`src/hdl/gpio_port_with_lock_macros.svh`:
```
// Assertion macros used by the GPIO port register file.
`ifndef GPIO_PORT_WITH_LOCK_MACROS_SVH
`define GPIO_PORT_WITH_LOCK_MACROS_SVH

// Same-cycle implication, clocked on clk, held off during reset.
`define GPL_ASSERT_NOW(lbl, ante, cons, msg) \
	lbl: assert property (@(posedge clk) disable iff (!arst_n) (ante) |-> (cons)) \
		else $error(msg);

// Next-cycle implication, clocked on clk, held off during reset.
`define GPL_ASSERT_NEXT(lbl, ante, cons, msg) \
	lbl: assert property (@(posedge clk) disable iff (!arst_n) (ante) |=> (cons)) \
		else $error(msg);

`endif

```
`src/hdl/gpl_pkg.sv`:
```
// Types, codes and helpers for the GPIO port with configuration lock.
package gpl_pkg;

	localparam int unsigned NUM_PINS     = 16;
	localparam int unsigned WORD_W       = 32;
	localparam int unsigned LOCK_KEY_BIT = 16;
	localparam logic [WORD_W-1:0] CFG_RESET = 32'h4444_4444;
	localparam logic [3:0] NIBBLE = 4'hf;

	typedef enum logic {
		FUNC_READ  = 1'b0,
		FUNC_WRITE = 1'b1
	} func_t;

	typedef enum logic [2:0] {
		REG_CFG_LO = 3'd0,
		REG_CFG_HI = 3'd1,
		REG_IN     = 3'd2,
		REG_OUT    = 3'd3,
		REG_SET    = 3'd4,
		REG_RESET  = 3'd5,
		REG_LOCK   = 3'd6
	} sel_t;

	typedef enum logic [5:0] {
		ST_IDLE   = 6'b000001,
		ST_W1     = 6'b000010,
		ST_W2     = 6'b000100,
		ST_W3     = 6'b001000,
		ST_R1     = 6'b010000,
		ST_LOCKED = 6'b100000
	} lock_step_t;

	typedef struct packed {
		func_t                 func;
		sel_t                  sel;
		logic [WORD_W-1:0]     wdata;
		logic [NUM_PINS-1:0]   pins;
	} access_t;

	typedef struct packed {
		logic [WORD_W-1:0]     rdata;
		logic [NUM_PINS-1:0]   pins_driven;
		logic                  lock_active;
	} result_t;

	// Expand eight pin bits into the matching configuration nibbles.
	function automatic logic [WORD_W-1:0] nibble_mask(input logic [7:0] pins8);
		logic [WORD_W-1:0] m;
		m = '0;
		for (int i = 0; i < 8; i++) begin
			if (pins8[i]) begin
				m[4*i +: 4] = NIBBLE;
			end
		end
		return m;
	endfunction

endpackage

```
`src/hdl/gpio_port_with_lock.sv`:
```
// Top level of the 16-pin GPIO port with configuration lock.
// Each input transaction is one bus access (read or write of one register) and gives exactly
// one result transaction. The port takes one transaction per clock cycle for as long as the
// result side keeps up. An accepted access is held in the input register until its result
// is loaded into the result register and presented on the master side from there;
// the register update itself is a single pass of combinational logic between the input
// register and the result register. While the result side stalls, the port holds two
// transactions, one in each register, and then drops s_tready until the result is taken.
// Both configuration words reset to 0x44444444. After the lock key sequence (write bit 16
// high, low, high with an unchanged pin mask, then two reads of the lock register) the
// configuration nibbles of the masked pins and the lock register stay frozen until reset;
// the output data, set and reset registers are never locked.
module gpio_port_with_lock (
	input  logic        clk,
	input  logic        arst_n,
	input  logic        s_tvalid,
	output logic        s_tready,
	input  logic [47:0] s_tdata,  // write_data[31:0], pin_levels[47:32]
	input  logic [3:0]  s_tuser,  // func[0], reg_select[3:1]
	output logic        m_tvalid,
	input  logic        m_tready,
	output logic [55:0] m_tdata   // read_data[31:0], pins_driven[47:32], lock_active[48]
);
	import gpl_pkg::*;

	logic    valid_s1;
	access_t acc_s1;
	logic    out_valid_q;
	result_t res_q;
	result_t res;
	logic    advance;
	logic    en;
	logic    s_take;

	// Let the stage move on whenever the result register is empty or being drained.
	assign advance  = !out_valid_q || m_tready;
	assign en       = valid_s1 && advance;
	assign s_tready = !valid_s1 || advance;
	assign s_take   = s_tvalid && s_tready;

	// Input register: hold the accepted transaction until it reaches the result side.
	always_ff @(posedge clk or negedge arst_n) begin
		if (!arst_n) begin
			valid_s1 <= 1'b0;
		end else if (s_take) begin
			valid_s1 <= 1'b1;
		end else if (en) begin
			valid_s1 <= 1'b0;
		end
	end

	always_ff @(posedge clk) begin
		if (s_take) begin
			acc_s1.func  <= func_t'(s_tuser[0]);
			acc_s1.sel   <= sel_t'(s_tuser[3:1]);
			acc_s1.wdata <= s_tdata[31:0];
			acc_s1.pins  <= s_tdata[47:32];
		end
	end

	// Register file: update the port state and form the result in one pass.
	gpl_regs u_regs (
		.clk    (clk),
		.arst_n (arst_n),
		.en     (en),
		.acc    (acc_s1),
		.res    (res)
	);

	// Result register: load on advance, drop the valid once the transaction is taken.
	always_ff @(posedge clk or negedge arst_n) begin
		if (!arst_n) begin
			out_valid_q <= 1'b0;
		end else if (en) begin
			out_valid_q <= 1'b1;
		end else if (m_tready) begin
			out_valid_q <= 1'b0;
		end
	end

	always_ff @(posedge clk) begin
		if (en) begin
			res_q <= res;
		end
	end

	assign m_tvalid = out_valid_q;
	assign m_tdata  = {7'b0, res_q.lock_active, res_q.pins_driven, res_q.rdata};

endmodule

```
`src/hdl/gpl_regs.sv`:
```
// Register file and lock key sequencer of the GPIO port.
`include "gpio_port_with_lock_macros.svh"

module gpl_regs (
	input  logic             clk,
	input  logic             arst_n,
	input  logic             en,
	input  gpl_pkg::access_t acc,
	output gpl_pkg::result_t res
);
	import gpl_pkg::*;

	logic [WORD_W-1:0]   cfg_lo_q, cfg_hi_q, cfg_lo_d, cfg_hi_d;
	logic [NUM_PINS-1:0] od_q, od_d;
	logic [NUM_PINS-1:0] mask_q, mask_d;
	lock_step_t          step_q, step_d;
	logic                locked;
	logic [WORD_W-1:0]   keep_lo, keep_hi;
	logic                key, same;
	logic [WORD_W-1:0]   rdata;

	assign locked  = (step_q == ST_LOCKED);
	assign keep_lo = locked ? nibble_mask(mask_q[7:0]) : '0;
	assign keep_hi = locked ? nibble_mask(mask_q[15:8]) : '0;
	assign key     = acc.wdata[LOCK_KEY_BIT];
	assign same    = (acc.wdata[NUM_PINS-1:0] == mask_q);

	always_comb begin
		cfg_lo_d = cfg_lo_q;
		cfg_hi_d = cfg_hi_q;
		od_d     = od_q;
		mask_d   = mask_q;
		step_d   = step_q;
		rdata    = '0;
		if (acc.func == FUNC_WRITE) begin
			case (acc.sel)
				REG_CFG_LO: cfg_lo_d = (cfg_lo_q & keep_lo) | (acc.wdata & ~keep_lo);
				REG_CFG_HI: cfg_hi_d = (cfg_hi_q & keep_hi) | (acc.wdata & ~keep_hi);
				REG_OUT:    od_d = acc.wdata[NUM_PINS-1:0];
				REG_SET:    od_d = od_q | acc.wdata[NUM_PINS-1:0];
				REG_RESET:  od_d = od_q & ~acc.wdata[NUM_PINS-1:0];
				REG_LOCK: begin
					if (!locked) begin
						mask_d = acc.wdata[NUM_PINS-1:0];
						case (step_q)
							ST_W1: begin
								if (!key && same) step_d = ST_W2;
								else step_d = key ? ST_W1 : ST_IDLE;
							end
							ST_W2: begin
								if (key && same) step_d = ST_W3;
								else step_d = key ? ST_W1 : ST_IDLE;
							end
							default: step_d = key ? ST_W1 : ST_IDLE;
						endcase
					end
				end
				default: ;
			endcase
		end else begin
			case (acc.sel)
				REG_CFG_LO: rdata = cfg_lo_q;
				REG_CFG_HI: rdata = cfg_hi_q;
				REG_IN:     rdata = {{(WORD_W-NUM_PINS){1'b0}}, acc.pins};
				REG_OUT:    rdata = {{(WORD_W-NUM_PINS){1'b0}}, od_q};
				REG_LOCK: begin
					case (step_q)
						ST_W3:     step_d = ST_R1;
						ST_R1:     step_d = ST_LOCKED;
						ST_LOCKED: step_d = ST_LOCKED;
						default:   step_d = ST_IDLE;
					endcase
					rdata = {{(WORD_W-NUM_PINS-1){1'b0}}, (step_d == ST_LOCKED), mask_q};
				end
				default: rdata = '0;
			endcase
		end
	end

	assign res.rdata       = rdata;
	assign res.pins_driven = od_d;
	assign res.lock_active = (step_d == ST_LOCKED);

	always_ff @(posedge clk or negedge arst_n) begin
		if (!arst_n) begin
			cfg_lo_q <= CFG_RESET;
			cfg_hi_q <= CFG_RESET;
			od_q     <= '0;
			mask_q   <= '0;
			step_q   <= ST_IDLE;
		end else if (en) begin
			cfg_lo_q <= cfg_lo_d;
			cfg_hi_q <= cfg_hi_d;
			od_q     <= od_d;
			mask_q   <= mask_d;
			step_q   <= step_d;
		end
	end

	`GPL_ASSERT_NEXT(a_lock_sticky, locked, step_q == ST_LOCKED, "lock released before reset")
	`GPL_ASSERT_NEXT(a_mask_frozen, locked, $stable(mask_q), "lock mask changed while locked")
	`GPL_ASSERT_NEXT(a_cfg_frozen, locked,
		(cfg_lo_q & $past(keep_lo)) == ($past(cfg_lo_q) & $past(keep_lo)),
		"locked configuration nibble changed")
	`GPL_ASSERT_NEXT(a_lock_entry, en && step_q != ST_R1 && !locked,
		step_q != ST_LOCKED, "lock completed without the key sequence")

endmodule
```
`config.mk`:
```
export PLATFORM = sky130hd
export DESIGN_NAME = gpio_port_with_lock
export DESIGN_NICKNAME = d
export VERILOG_FILES = /design/src/hdl/gpl_pkg.sv /design/src/hdl/gpio_port_with_lock.sv /design/src/hdl/gpl_regs.sv
export VERILOG_INCLUDE_DIRS = /design/src /design/src/hdl
export SDC_FILE = /design/constraint.sdc
export NUM_CORES = 1
export LEC_CHECK = 0
export BUFFER_PORTS_ARGS = -buffer_cell sky130_fd_sc_hd__buf_4
export CAP_MARGIN = 10
export CELL_PAD_IN_SITES_DETAIL_PLACEMENT = 0
export CELL_PAD_IN_SITES_GLOBAL_PLACEMENT = 2
export CORE_MARGIN = 4
export CORE_UTILIZATION = 43
export CTS_CLUSTER_DIAMETER = 100
export DETAILED_ROUTE_END_ITERATION = 10
export HOLD_SLACK_MARGIN = 0.08
export PLACE_DENSITY_LB_ADDON = 0.08
export SLEW_MARGIN = 20
export SYNTH_ARGS = -nofsm -noshare
export SYNTH_HDL_FRONTEND = slang
export SYNTH_SLANG_ARGS = --single-unit
export TNS_END_PERCENT = 50
```
`constraint.sdc`:
```
create_clock -name clk -period 3.3 [get_ports clk]
set_input_delay 0.33 -clock clk [delete_from_list [all_inputs] [get_ports clk]]
set_output_delay 0.33 -clock clk [all_outputs]
set_load 0.01 [all_outputs]
```
==> results of run 1 <==
==> layout by cell type (no fill, tap or decap), drive strengths merged, types with 2 or more instances in the layout <==
master,instances
mux2i,31
inv,2
nand4,4
o21ai,35
nor2,49
dfrtp,87
bufinv,5
dlygate4sd3,54
conb,7
and2,18
o31ai,3
nor4b,3
nand2b,3
buf,132
a22oi,15
nand3,4
edfxtp,101
o22ai,15
xnor2,16
a21oi,42
nor2b,5
nand2,29
a21o,8
a22o,17
nor3,2
clkbuf,29
clkinv,7
and3,2
a211oi,16
dfstp,17
mux2,80
==> through the flow <==
step                instance area (um^2)  hold WS, ps  setup WS (ps)
floorplan                           9200         34.4            978
global placement                   10300          489            971
finish                             11600          137            937
global route                       11600          167            851
detailed placement                 10300          495            943
CTS                                11600          128            936
==> metal layers <==
| metal | track usage [%] | vias up | share of wire (%) |
|---|---|---|---|
| li1 | - | 2802 | - |
| met5 | 0 | - | 0 |
| met2 | 32.9 | 175 | 49 |
| met4 | 4.75 | 0 | 2.3 |
| met1 | 26.7 | 3077 | 44 |
| met3 | 3.04 | 38 | 4.8 |
==> power groups by stage <==
stage | registers [mW] | clock network [mW] | logic (mW)
final | 3.62 | 2.77 | 1.19
after global routing | 3.67 | 2.94 | 1.31
after global placement | 3.64 | 0 | 1.12
after floorplan | 3.52 | 0 | 0.810
after detailed placement | 3.65 | 0 | 1.15
after CTS | 3.61 | 2.83 | 1.21
==> worst reg2reg max path, stage by stage, from the launching register on <==
cell and delay, ps:
edfxtp_1 580, buf_4 250, or4b_1 780, a21o_4 350, mux2_4 300
==> kinds of logic (layout without fill, tap and decap cells) <==
kind of cell	count (synthesis)	in the layout	synth area share, %
other	1	7	0.0408
multiplexers	112	112	14.7
flip-flops	205	205	61.6
buffers and inverters	62	230	3.30
AO/OA/AOI/OAI	156	156	11.8
AND/OR/NAND/NOR	127	127	6.91
XOR/XNOR	17	17	1.62
==> area by class of cell <==
| type | instances | area, um^2 |
|---|---|---|
| Multi-Input combinational cell | 419 | 3250 |
| Inverter | 2 | 7.51 |
| Tap cell | 275 | 344 |
| Clock buffer | 29 | 628 |
| Clock inverter | 13 | 190 |
| Sequential cell | 205 | 5660 |
| Fill cell | 1731 | 9400 |
| Timing Repair Buffer | 186 | 1550 |
==> final timing paths <==
| path | to | slack, ps | depth (start not counted) |
|---|---|---|---|
| hold / removal | valid_s1$_DFFE_PN0P_ | 140 | 3 |
| setup reg to reg | register | 940 | 4 |
| setup / recovery | register | 940 | 4 |
| min in group asynchronous | u_regs.od_q[14]$_DFFE_PN0P_ | 420 | 2 |
| hold reg to reg | register | 500 | 1 |
| max in group asynchronous | asynchronous set/reset pin | 2020 | 3 |
==> metrics.txt, run 1 <==
CP max FO 9; DP Cell Count 1,033; Setup Skew 9.17 ps; kind of critical path register to register; CP Buf/Inv Count 1; final-report max-slew violation count 0; syn avg cell area 13.5 um^2; vias in the first global route 6,361; Final Non-Filler Cells 1,129; Worst EP required 3690 ps; min Tclk post-route 2360 ps; clock sinks 205; initial antenna violation count 0; Final Hold Fails 0; I/O pin count 114; Area contributors post-synth edfxtp_1, dfrtp_1, mux2_2; critical path capture point type register; drt pass-1 iters 4; power per cell area 652 nW/um^2; switching share of power 25.5%; Worst-Margin Slew 750 ps; combinational power share 15.7%; TritonCTS clock tree yes; die width 154 um; starting density of the core 43.7%; Area Growth Syn to Fin 26.6%; CTS Hold Bufs 54; post-synthesis cell area 9180 um^2; Reg2Reg Launch Point acc_s1[48]$_DFFE_PP_; row cnt 53; DRC viols 0; Cells after Synth 680; family with the most delay on the worst path simple AND/OR/NAND/NOR gates; RSZ-0062 raised after global routing no; Root Buffer clkbuf_16; crit path from acc_s1[48]$_DFFE_PP_; Cell variety after synth 53; sequential share of power 47.7%; Util after Layout 55.3%; largest net degree at the start of global routing 76; clock share of power 36.5%; Resize count post-CTS 0; Synth warnings 0; clk slew on worst S/H paths 60 ps; sequential share of the synthesized area 61.6%; peak supply drop 383 uV; hold_sp m_tready; Port-buffer cells 106; crit path launch type register; Post-CTS Setup Repair Bufs 0; worst skew pair latency 510 ps; Yosys reg bits 205; leakage power 4.81 nW; DIE AREA 23,700 um^2; Global Route Usage Sum 19.5%; status complete, no violations; CP max stage delay 780 ps; Int Pwr 5.65 mW; Num CTS Buffers 23; top cells by count, synth edfxtp_1, dfrtp_1, nor2_1; MaxCap Viol Count 0; Synth top area share 33.0%; most used flip-flop cell after synthesis edfxtp_1; routability cong. 0.817; Post-synth EDFFs 101; CTS H-tree depth 1; Critical Path Slowest Stage Cell or4b_1; final setup fails 0; DR WL/cell 20.8 um; final wirelength 23.5 mm; area of the core 21,000 um^2; Vias/cell 5.40; CP Cell Sequence buf_4 > or4b_1 > a21o_4 > mux2_4; die height 154 um; grt ovf 0; Vias 6,092; post-DP HPWL 15.6 mm; Final ANT Viol Nets 0; clock tree buffer depth 3; Fmax 423 MHz; share of cells above drive strength 1 33.6%; Slew headroom 50.0%; first-pass GRT wire length 36.7 mm; Total Nets Final 893; Final period util 71.6%; Hold Crit Class primary input to register; total power 7.58 mW; setup TNS 0 ps; most common cell in the netlist edfxtp_1; Critical Path AT 2750 ps; DRT iter0 DRCs 281; P_sw 1.93 mW; dominant cell type by area after synthesis edfxtp_1; ant diodes 0; Async SR Flop Fraction 50.7%
Power figures use the tool's default switching activity.
==> run 2, diff against run 1 <==
--- a/config.mk
+++ b/config.mk
@@ -6,12 +6,13 @@
 export SDC_FILE = /design/constraint.sdc
 export NUM_CORES = 1
 export LEC_CHECK = 0
+export ABC_AREA = 1
 export BUFFER_PORTS_ARGS = -buffer_cell sky130_fd_sc_hd__buf_4
 export CAP_MARGIN = 10
 export CELL_PAD_IN_SITES_DETAIL_PLACEMENT = 0
 export CELL_PAD_IN_SITES_GLOBAL_PLACEMENT = 2
 export CORE_MARGIN = 4
-export CORE_UTILIZATION = 43
+export CORE_UTILIZATION = 37
 export CTS_CLUSTER_DIAMETER = 100
 export DETAILED_ROUTE_END_ITERATION = 10
 export HOLD_SLACK_MARGIN = 0.08
==> constraint.sdc (replaced) <==
create_clock -name clk -period 2.4 [get_ports clk]
set_input_delay 0.24 -clock clk [delete_from_list [all_inputs] [get_ports clk]]
set_output_delay 0.24 -clock clk [all_outputs]
set_load 0.01 [all_outputs]
==> metrics.txt, run 2 <==
Critical Path AT 2430 ps (-320 ps); Num CTS Buffers 24 (+4.3%); largest family of logic cells by synthesized area compound AO/OA/AOI/OAI gates; largest net degree at the start of global routing 84 (+11%); Setup Skew 17.8 ps (+8.59 ps); most used flip-flop cell after synthesis edfxtp_1; Root Buffer clkbuf_16; Area Growth Syn to Fin 30.6%; Vias/cell 4.91 (-9.0%); first-pass GRT wire length 36.3 mm (-1.1%); leakage power 4.87 nW (+1.3%); CP Cell Sequence inv_1 > nand3_1 > nor2_1 > o21ai_0 > o21ai_0 > nand2_1 > nor2_1; Cells after Synth 825 (+21%); Worst-Margin Slew 627 ps (-123 ps); MaxCap Viol Count 0 (unchanged); CTS H-tree depth 1 (unchanged); mux share of post-synthesis cell area 0% (-15 points); setup TNS 0 ps (unchanged); dominant cell type by area after synthesis edfxtp_1; Final period util 85.7% (+14 points); vias in the first global route 6,520 (+2.5%); Port-buffer cells 106 (unchanged); Synth top area share 35.4% (+2.3 points); Area contributors post-synth edfxtp_1, dfrtp_1, nand2_1; die height 160 um (+4.0%); Post-CTS Setup Repair Bufs 0 (unchanged); routability cong. 0.842 (+3.1%); Post-Synth XOR/XNOR Area 0.102% (-1.5 points); Seq. cell area 5660 um^2 (unchanged); sequential share of the synthesized area 66.0% (+4.4 points); critical path capture point type register; syn avg cell area 10.4 um^2 (-23%); row cnt 55 (+3.8%); Final Hold Fails 0 (unchanged); DRC viols 0 (unchanged); Critical Path Slowest Stage Cell edfxtp_1; DR WL/cell 17.8 um (-15%); post-synthesis cell area 8570 um^2 (-6.6%); Worst EP required 2770 ps (-920 ps); grt ovf 0 (unchanged); initial antenna violation count 0 (unchanged); min Tclk post-route 2060 ps (-306 ps); Vias 6,483 (+6.4%); peak supply drop 612 uV (+60%); starting density of the core 37.8% (-5.9 points); final wirelength 23.5 mm (-0.16%); clock tree buffer depth 3 (unchanged); most frequent cells in the layout nand2_1, buf_4, edfxtp_1; Cell variety after synth 38 (-28%); CP max FO 9 (unchanged); Hold Crit Class primary input to asynchronous set/reset pin; TritonCTS clock tree yes; I/O pin count 114 (unchanged); clk slew on worst S/H paths 60 ps (about the same); fraction of the mapped netlist area in simple logic gates 13.0% (+6.0 points); crit path launch type register; Yosys reg bits 205 (unchanged); total power 11.6 mW (+53%); WL met2 11.4 mm (-1.5%); area of the core 22,700 um^2 (+8.0%); Final ANT Viol Nets 0 (unchanged); clock sinks 205 (unchanged); kind of critical path register to register; Top Metal Used met4; most common cell in the netlist nand2_1; CP max stage delay 470 ps (-310 ps); met1 wire length 10.7 mm (+3.9%); RSZ-0062 raised after global routing no; Slew headroom 58.1% (+8.2 points); share of cells above drive strength 1 20.7% (-13 points); top cells by count, synth nand2_1, edfxtp_1, inv_1; die width 160 um (+4.0%); Synth warnings 0 (unchanged); worst skew pair latency 510 ps (about the same); commonest non-fill, non-tap cell in the layout nand2_1; Fmax 486 MHz (+15%); drt pass-1 iters 5 (+1); status complete, no violations; adder-cell share of the synthesized area 0% (unchanged); Async SR Flop Fraction 50.7% (unchanged); Total Nets Final 1,073 (+20%); final setup fails 0 (unchanged); Global Route Usage Sum 17.9% (-1.6 points); DIE AREA 25,700 um^2 (+8.1%); area of the multi-input gates 2400 um^2 (-26%); ant diodes 0 (unchanged); fill count 2,090 (+21%); power per cell area 1040 nW/um^2 (+59%); met3 wire length 967 um (-14%); Post-synth EDFFs 101 (unchanged); final-report max-slew violation count 0 (unchanged); post-DP HPWL 15.7 mm (+0.28%); DRT iter0 DRCs 426 (+52%); compound-gate portion of the synthesized area 14.6% (+2.9 points)
==> run 2: cell types whose count changed after synthesis, sizes merged, moves of 17 or more <==
cell / change
mux2i: -31
inv: +95
o21ai: +98
mux2: -80
a22o: -17
nand2: +184
and2: -18
clkbuf: -26
o22ai: +20
==> run 2: repair_timing <==
item / in CTS / in global routing
endpoints found under the hold margin: 86 / 0
hold buffers: 56 / 0
resized for setup: 0 / 0
setup endpoints to repair: 0 / 0
==> run 2: path summary, 6_finish.rpt <==
path | from | end | slack, ps | cells past startpoint
worst min-delay path | arst_n | asynchronous set/reset pin | 270 | 2
min in group clk | s_tdata[34] | acc_s1[2]$_DFFE_PP_ | 440 | 2
worst min register to register | register | register | 470 | 2
max in group asynchronous | arst_n | asynchronous set/reset pin | 1380 | 3
worst max-delay path | acc_s1[48]$_DFFE_PP_ | m_tdata[48]$_DFFE_PP_ | 340 | 7
worst max register to register | acc_s1[48]$_DFFE_PP_ | m_tdata[48]$_DFFE_PP_ | 340 | 7
==> run 2: report_power, final <==
part | total (mW) | internal, mW | switching [mW]
Sequential | 5.41 | 4.90 | 0.504
Clock | 3.65 | 2.20 | 1.45
Combinational | 2.55 | 0.979 | 1.57
==> run 2: cell type report <==
class | count | area share (%)
Clock inverter | 13 | 0.995
Tap cell | 285 | 3.19
Sequential cell | 205 | 50.5
Clock buffer | 31 | 6.06
Multi-Input combinational cell | 497 | 21.4
Timing Repair Buffer | 191 | 14.5
Inverter | 98 | 3.29
==> run 2: logic make-up (layout without fill, tap and decap cells) <==
kind of cell	Yosys count	after routing
buffers and inverters	129	333
other	1	7
and+or+nand+nor	271	271
AOI/OAI and AO/OA	218	218
DFF	205	205
xor gates and xnor gates	1	1
==> run 2: critical path: cells and delay by family, from the launching register on <==
family / cells / cell delay (ps)
buf+inv: 1 / 140
simple gates: 4 / 950
flops: 1 / 470
compound gates: 2 / 350
==> run 2: through the flow <==
step | setup slack [ps] | instance area, um^2 | std cells | utilization (%) | hold WS [ps]
after global placement | 373 | 9850 | 1220 | 43.4 | 268
after detailed placement | 365 | 9850 | 1220 | 43.4 | 273
after CTS | 358 | 11200 | 1320 | 49.3 | 291
after floorplan | 298 | 8600 | 831 | - | -55.6
after global routing | 162 | 11200 | 1320 | 49.3 | 317
final | 343 | 11200 | 1320 | 49.3 | 271
==> run 2: routing by layer <==
layer	up-vias	global-route usage, %
met2	158	30.5
met1	3136	24.2
met4	0	4.54
li1	3161	-
met5	-	0
met3	28	2.84
==> run 3, diff against run 2 <==
--- a/config.mk
+++ b/config.mk
@@ -11,7 +11,6 @@
 export CAP_MARGIN = 10
 export CELL_PAD_IN_SITES_DETAIL_PLACEMENT = 0
 export CELL_PAD_IN_SITES_GLOBAL_PLACEMENT = 2
-export CORE_MARGIN = 4
 export CORE_UTILIZATION = 37
 export CTS_CLUSTER_DIAMETER = 100
 export DETAILED_ROUTE_END_ITERATION = 10
==> metrics.txt, run 3 (synthesis results as in run 2) <==
Root Buffer clkbuf_16; DRC viols 0 (unchanged); DP Cell Count 1,220 (unchanged); peak supply drop 426 uV (-30%); MaxCap Viol Count 0 (unchanged); CP Cell Sequence nor2_2 > nand4_2 > buf_4 > o21ai_1 > buf_4 > nand2_1 > o21ai_0; power per cell area 1030 nW/um^2 (-1.1%); final-report max-slew violation count 0 (unchanged); setup TNS 0 ps (unchanged); first-pass GRT wire length 36.1 mm (-0.61%); starting density of the core 37.8% (unchanged); DIE AREA 23,800 um^2 (-7.3%); ant diodes 0 (unchanged); Port-buffer cells 106 (unchanged); worst skew pair latency 520 ps (about the same); most frequent cells in the layout nand2_1, buf_4, edfxtp_1; Final Hold Fails 0 (unchanged); largest net degree at the start of global routing 50 (-40%); Worst EP required 2830 ps (+60 ps); RSZ-0062 raised after global routing no; TritonCTS clock tree yes; vias in the first global route 6,474 (-0.71%); switching share of power 30.7% (+0.33 points); clock tree buffer depth 3 (unchanged); critical path capture point type register; Critical Path Most Common Cell buf_4; Final period util 87.8% (+2.1 points); final setup fails 0 (unchanged); status complete, no violations; area of the core 22,700 um^2 (unchanged); min Tclk post-route 2110 ps (+51.1 ps); commonest non-fill, non-tap cell in the layout nand2_1; combinational power share 22.7% (+0.7 points); CP max FO 11 (+2); CTS H-tree depth 1 (unchanged); I/O pin count 114 (unchanged); clock share of power 30.1% (-1.3 points); DR WL/cell 17.6 um (-1.3%); family with the most delay on the worst path simple AND/OR/NAND/NOR gates; Final ANT Viol Nets 0 (unchanged); Total Nets Final 1,073 (unchanged); Post-CTS Setup Repair Bufs 0 (unchanged); die width 154 um (-3.7%); clock sinks 205 (unchanged); Worst-Margin Slew 807 ps (+179 ps); crit path launch type register; Critical Path AT 2540 ps (+110 ps); Area Growth Syn to Fin 30.3%; drt pass-1 iters 5 (unchanged); routability cong. 0.872 (+3.6%); leakage power 4.86 nW (-0.35%); Seq. cell area 5660 um^2 (unchanged); post-DP HPWL 15.7 mm (-0.13%); Fmax 474 MHz (-2.4%); CP Buf/Inv Count 2 (+1); P_sw 3.52 mW (-0.26%); Vias/cell 4.95 (+0.83%); clk slew on worst S/H paths 60 ps (about the same); final wirelength 23.2 mm (-1.3%); Slew headroom 46.1% (-12 points); Vias 6,537 (+0.83%); Num CTS Buffers 24 (unchanged); Int Pwr 7.94 mW (-1.8%); area of the multi-input gates 2400 um^2 (unchanged); kind of critical path register to register; Final Non-Filler Cells 1,320 (unchanged); initial antenna violation count 0 (unchanged); DRT iter0 DRCs 336 (-21%); Global Route Usage Sum 19.8% (+1.9 points); CP max stage delay 410 ps (-60 ps); grt ovf 0 (unchanged); row cnt 55 (unchanged); die height 154 um (-3.7%); Hold Crit Class primary input to asynchronous set/reset pin; Setup Skew 9.21 ps (-8.55 ps); Critical Path Slowest Stage Cell dfrtp_1; share of cells above drive strength 1 20.2% (-0.48 points); sequential share of power 47.2% (+0.6 points); fill count 2,097 (+0.33%)
## run 3: power groups by stage
stage               clock network (mW)  logic (mW)  registers, mW
finish                            3.45        2.60           5.41
global route                      3.65        2.92           5.52
CTS                               3.54        2.62           5.41
detailed placement                   0        2.54           5.46
global placement                     0        2.46           5.44
floorplan                            0        1.55           5.41
## run 3: layout make-up
type,instances,area share [%]
clock inverters,3,0.157
repair buffers,191,14.8
flip-flops and latches,205,50.6
multi-input cells,497,21.5
inverters,98,3.29
well taps,285,3.19
clock buffers,41,6.49
## run 3: stage by stage
stage                     hold WS, ps  utilization (%)  worst slack [ps]  power (mW)  cell area, um^2
final                             259             49.2               292        11.5            11200
after global routing              318             49.2               190        12.1            11200
after CTS                         278             49.2               313        11.6            11200
after detailed placement          267             43.5               306        8.00             9870
after global placement            259             43.5               355        7.91             9870
after floorplan                 -55.6                -               298        6.96             8600
## run 3: repair_timing
| action | CTS | global route |
|---|---|---|
| setup endpoints to repair | 0 | 0 |
| hold buffers | 56 | 0 |
| endpoints found under the hold margin | 85 | 0 |
| gates resized for setup | 0 | 0 |
## run 3: worst paths after layout
kind                                              start                      endpoint  slack, ps  cells past startpoint
setup / recovery           u_regs.step_q[1]$_DFFE_PN0P_                      register        290                      7
hold / removal                                   arst_n    asynchronous set/reset pin        260                      2
setup reg to reg           u_regs.step_q[1]$_DFFE_PN0P_                      register        290                      7
hold reg to reg                                register                      register        470                      2
max in group asynchronous                        arst_n  u_regs.step_q[0]$_DFFE_PN1P_       1370                      3
min in group clk                             s_tdata[1]          acc_s1[17]$_DFFE_PP_        440                      2
## run 3: metal layers
layer | up-vias | global-route usage, % | share of wire (%)
met5 | - | 0 | 0
met4 | 0 | 6.90 | 3.3
met3 | 47 | 2.91 | 3.9
met2 | 165 | 33.5 | 48
met1 | 3162 | 26.0 | 45
li1 | 3163 | - | -
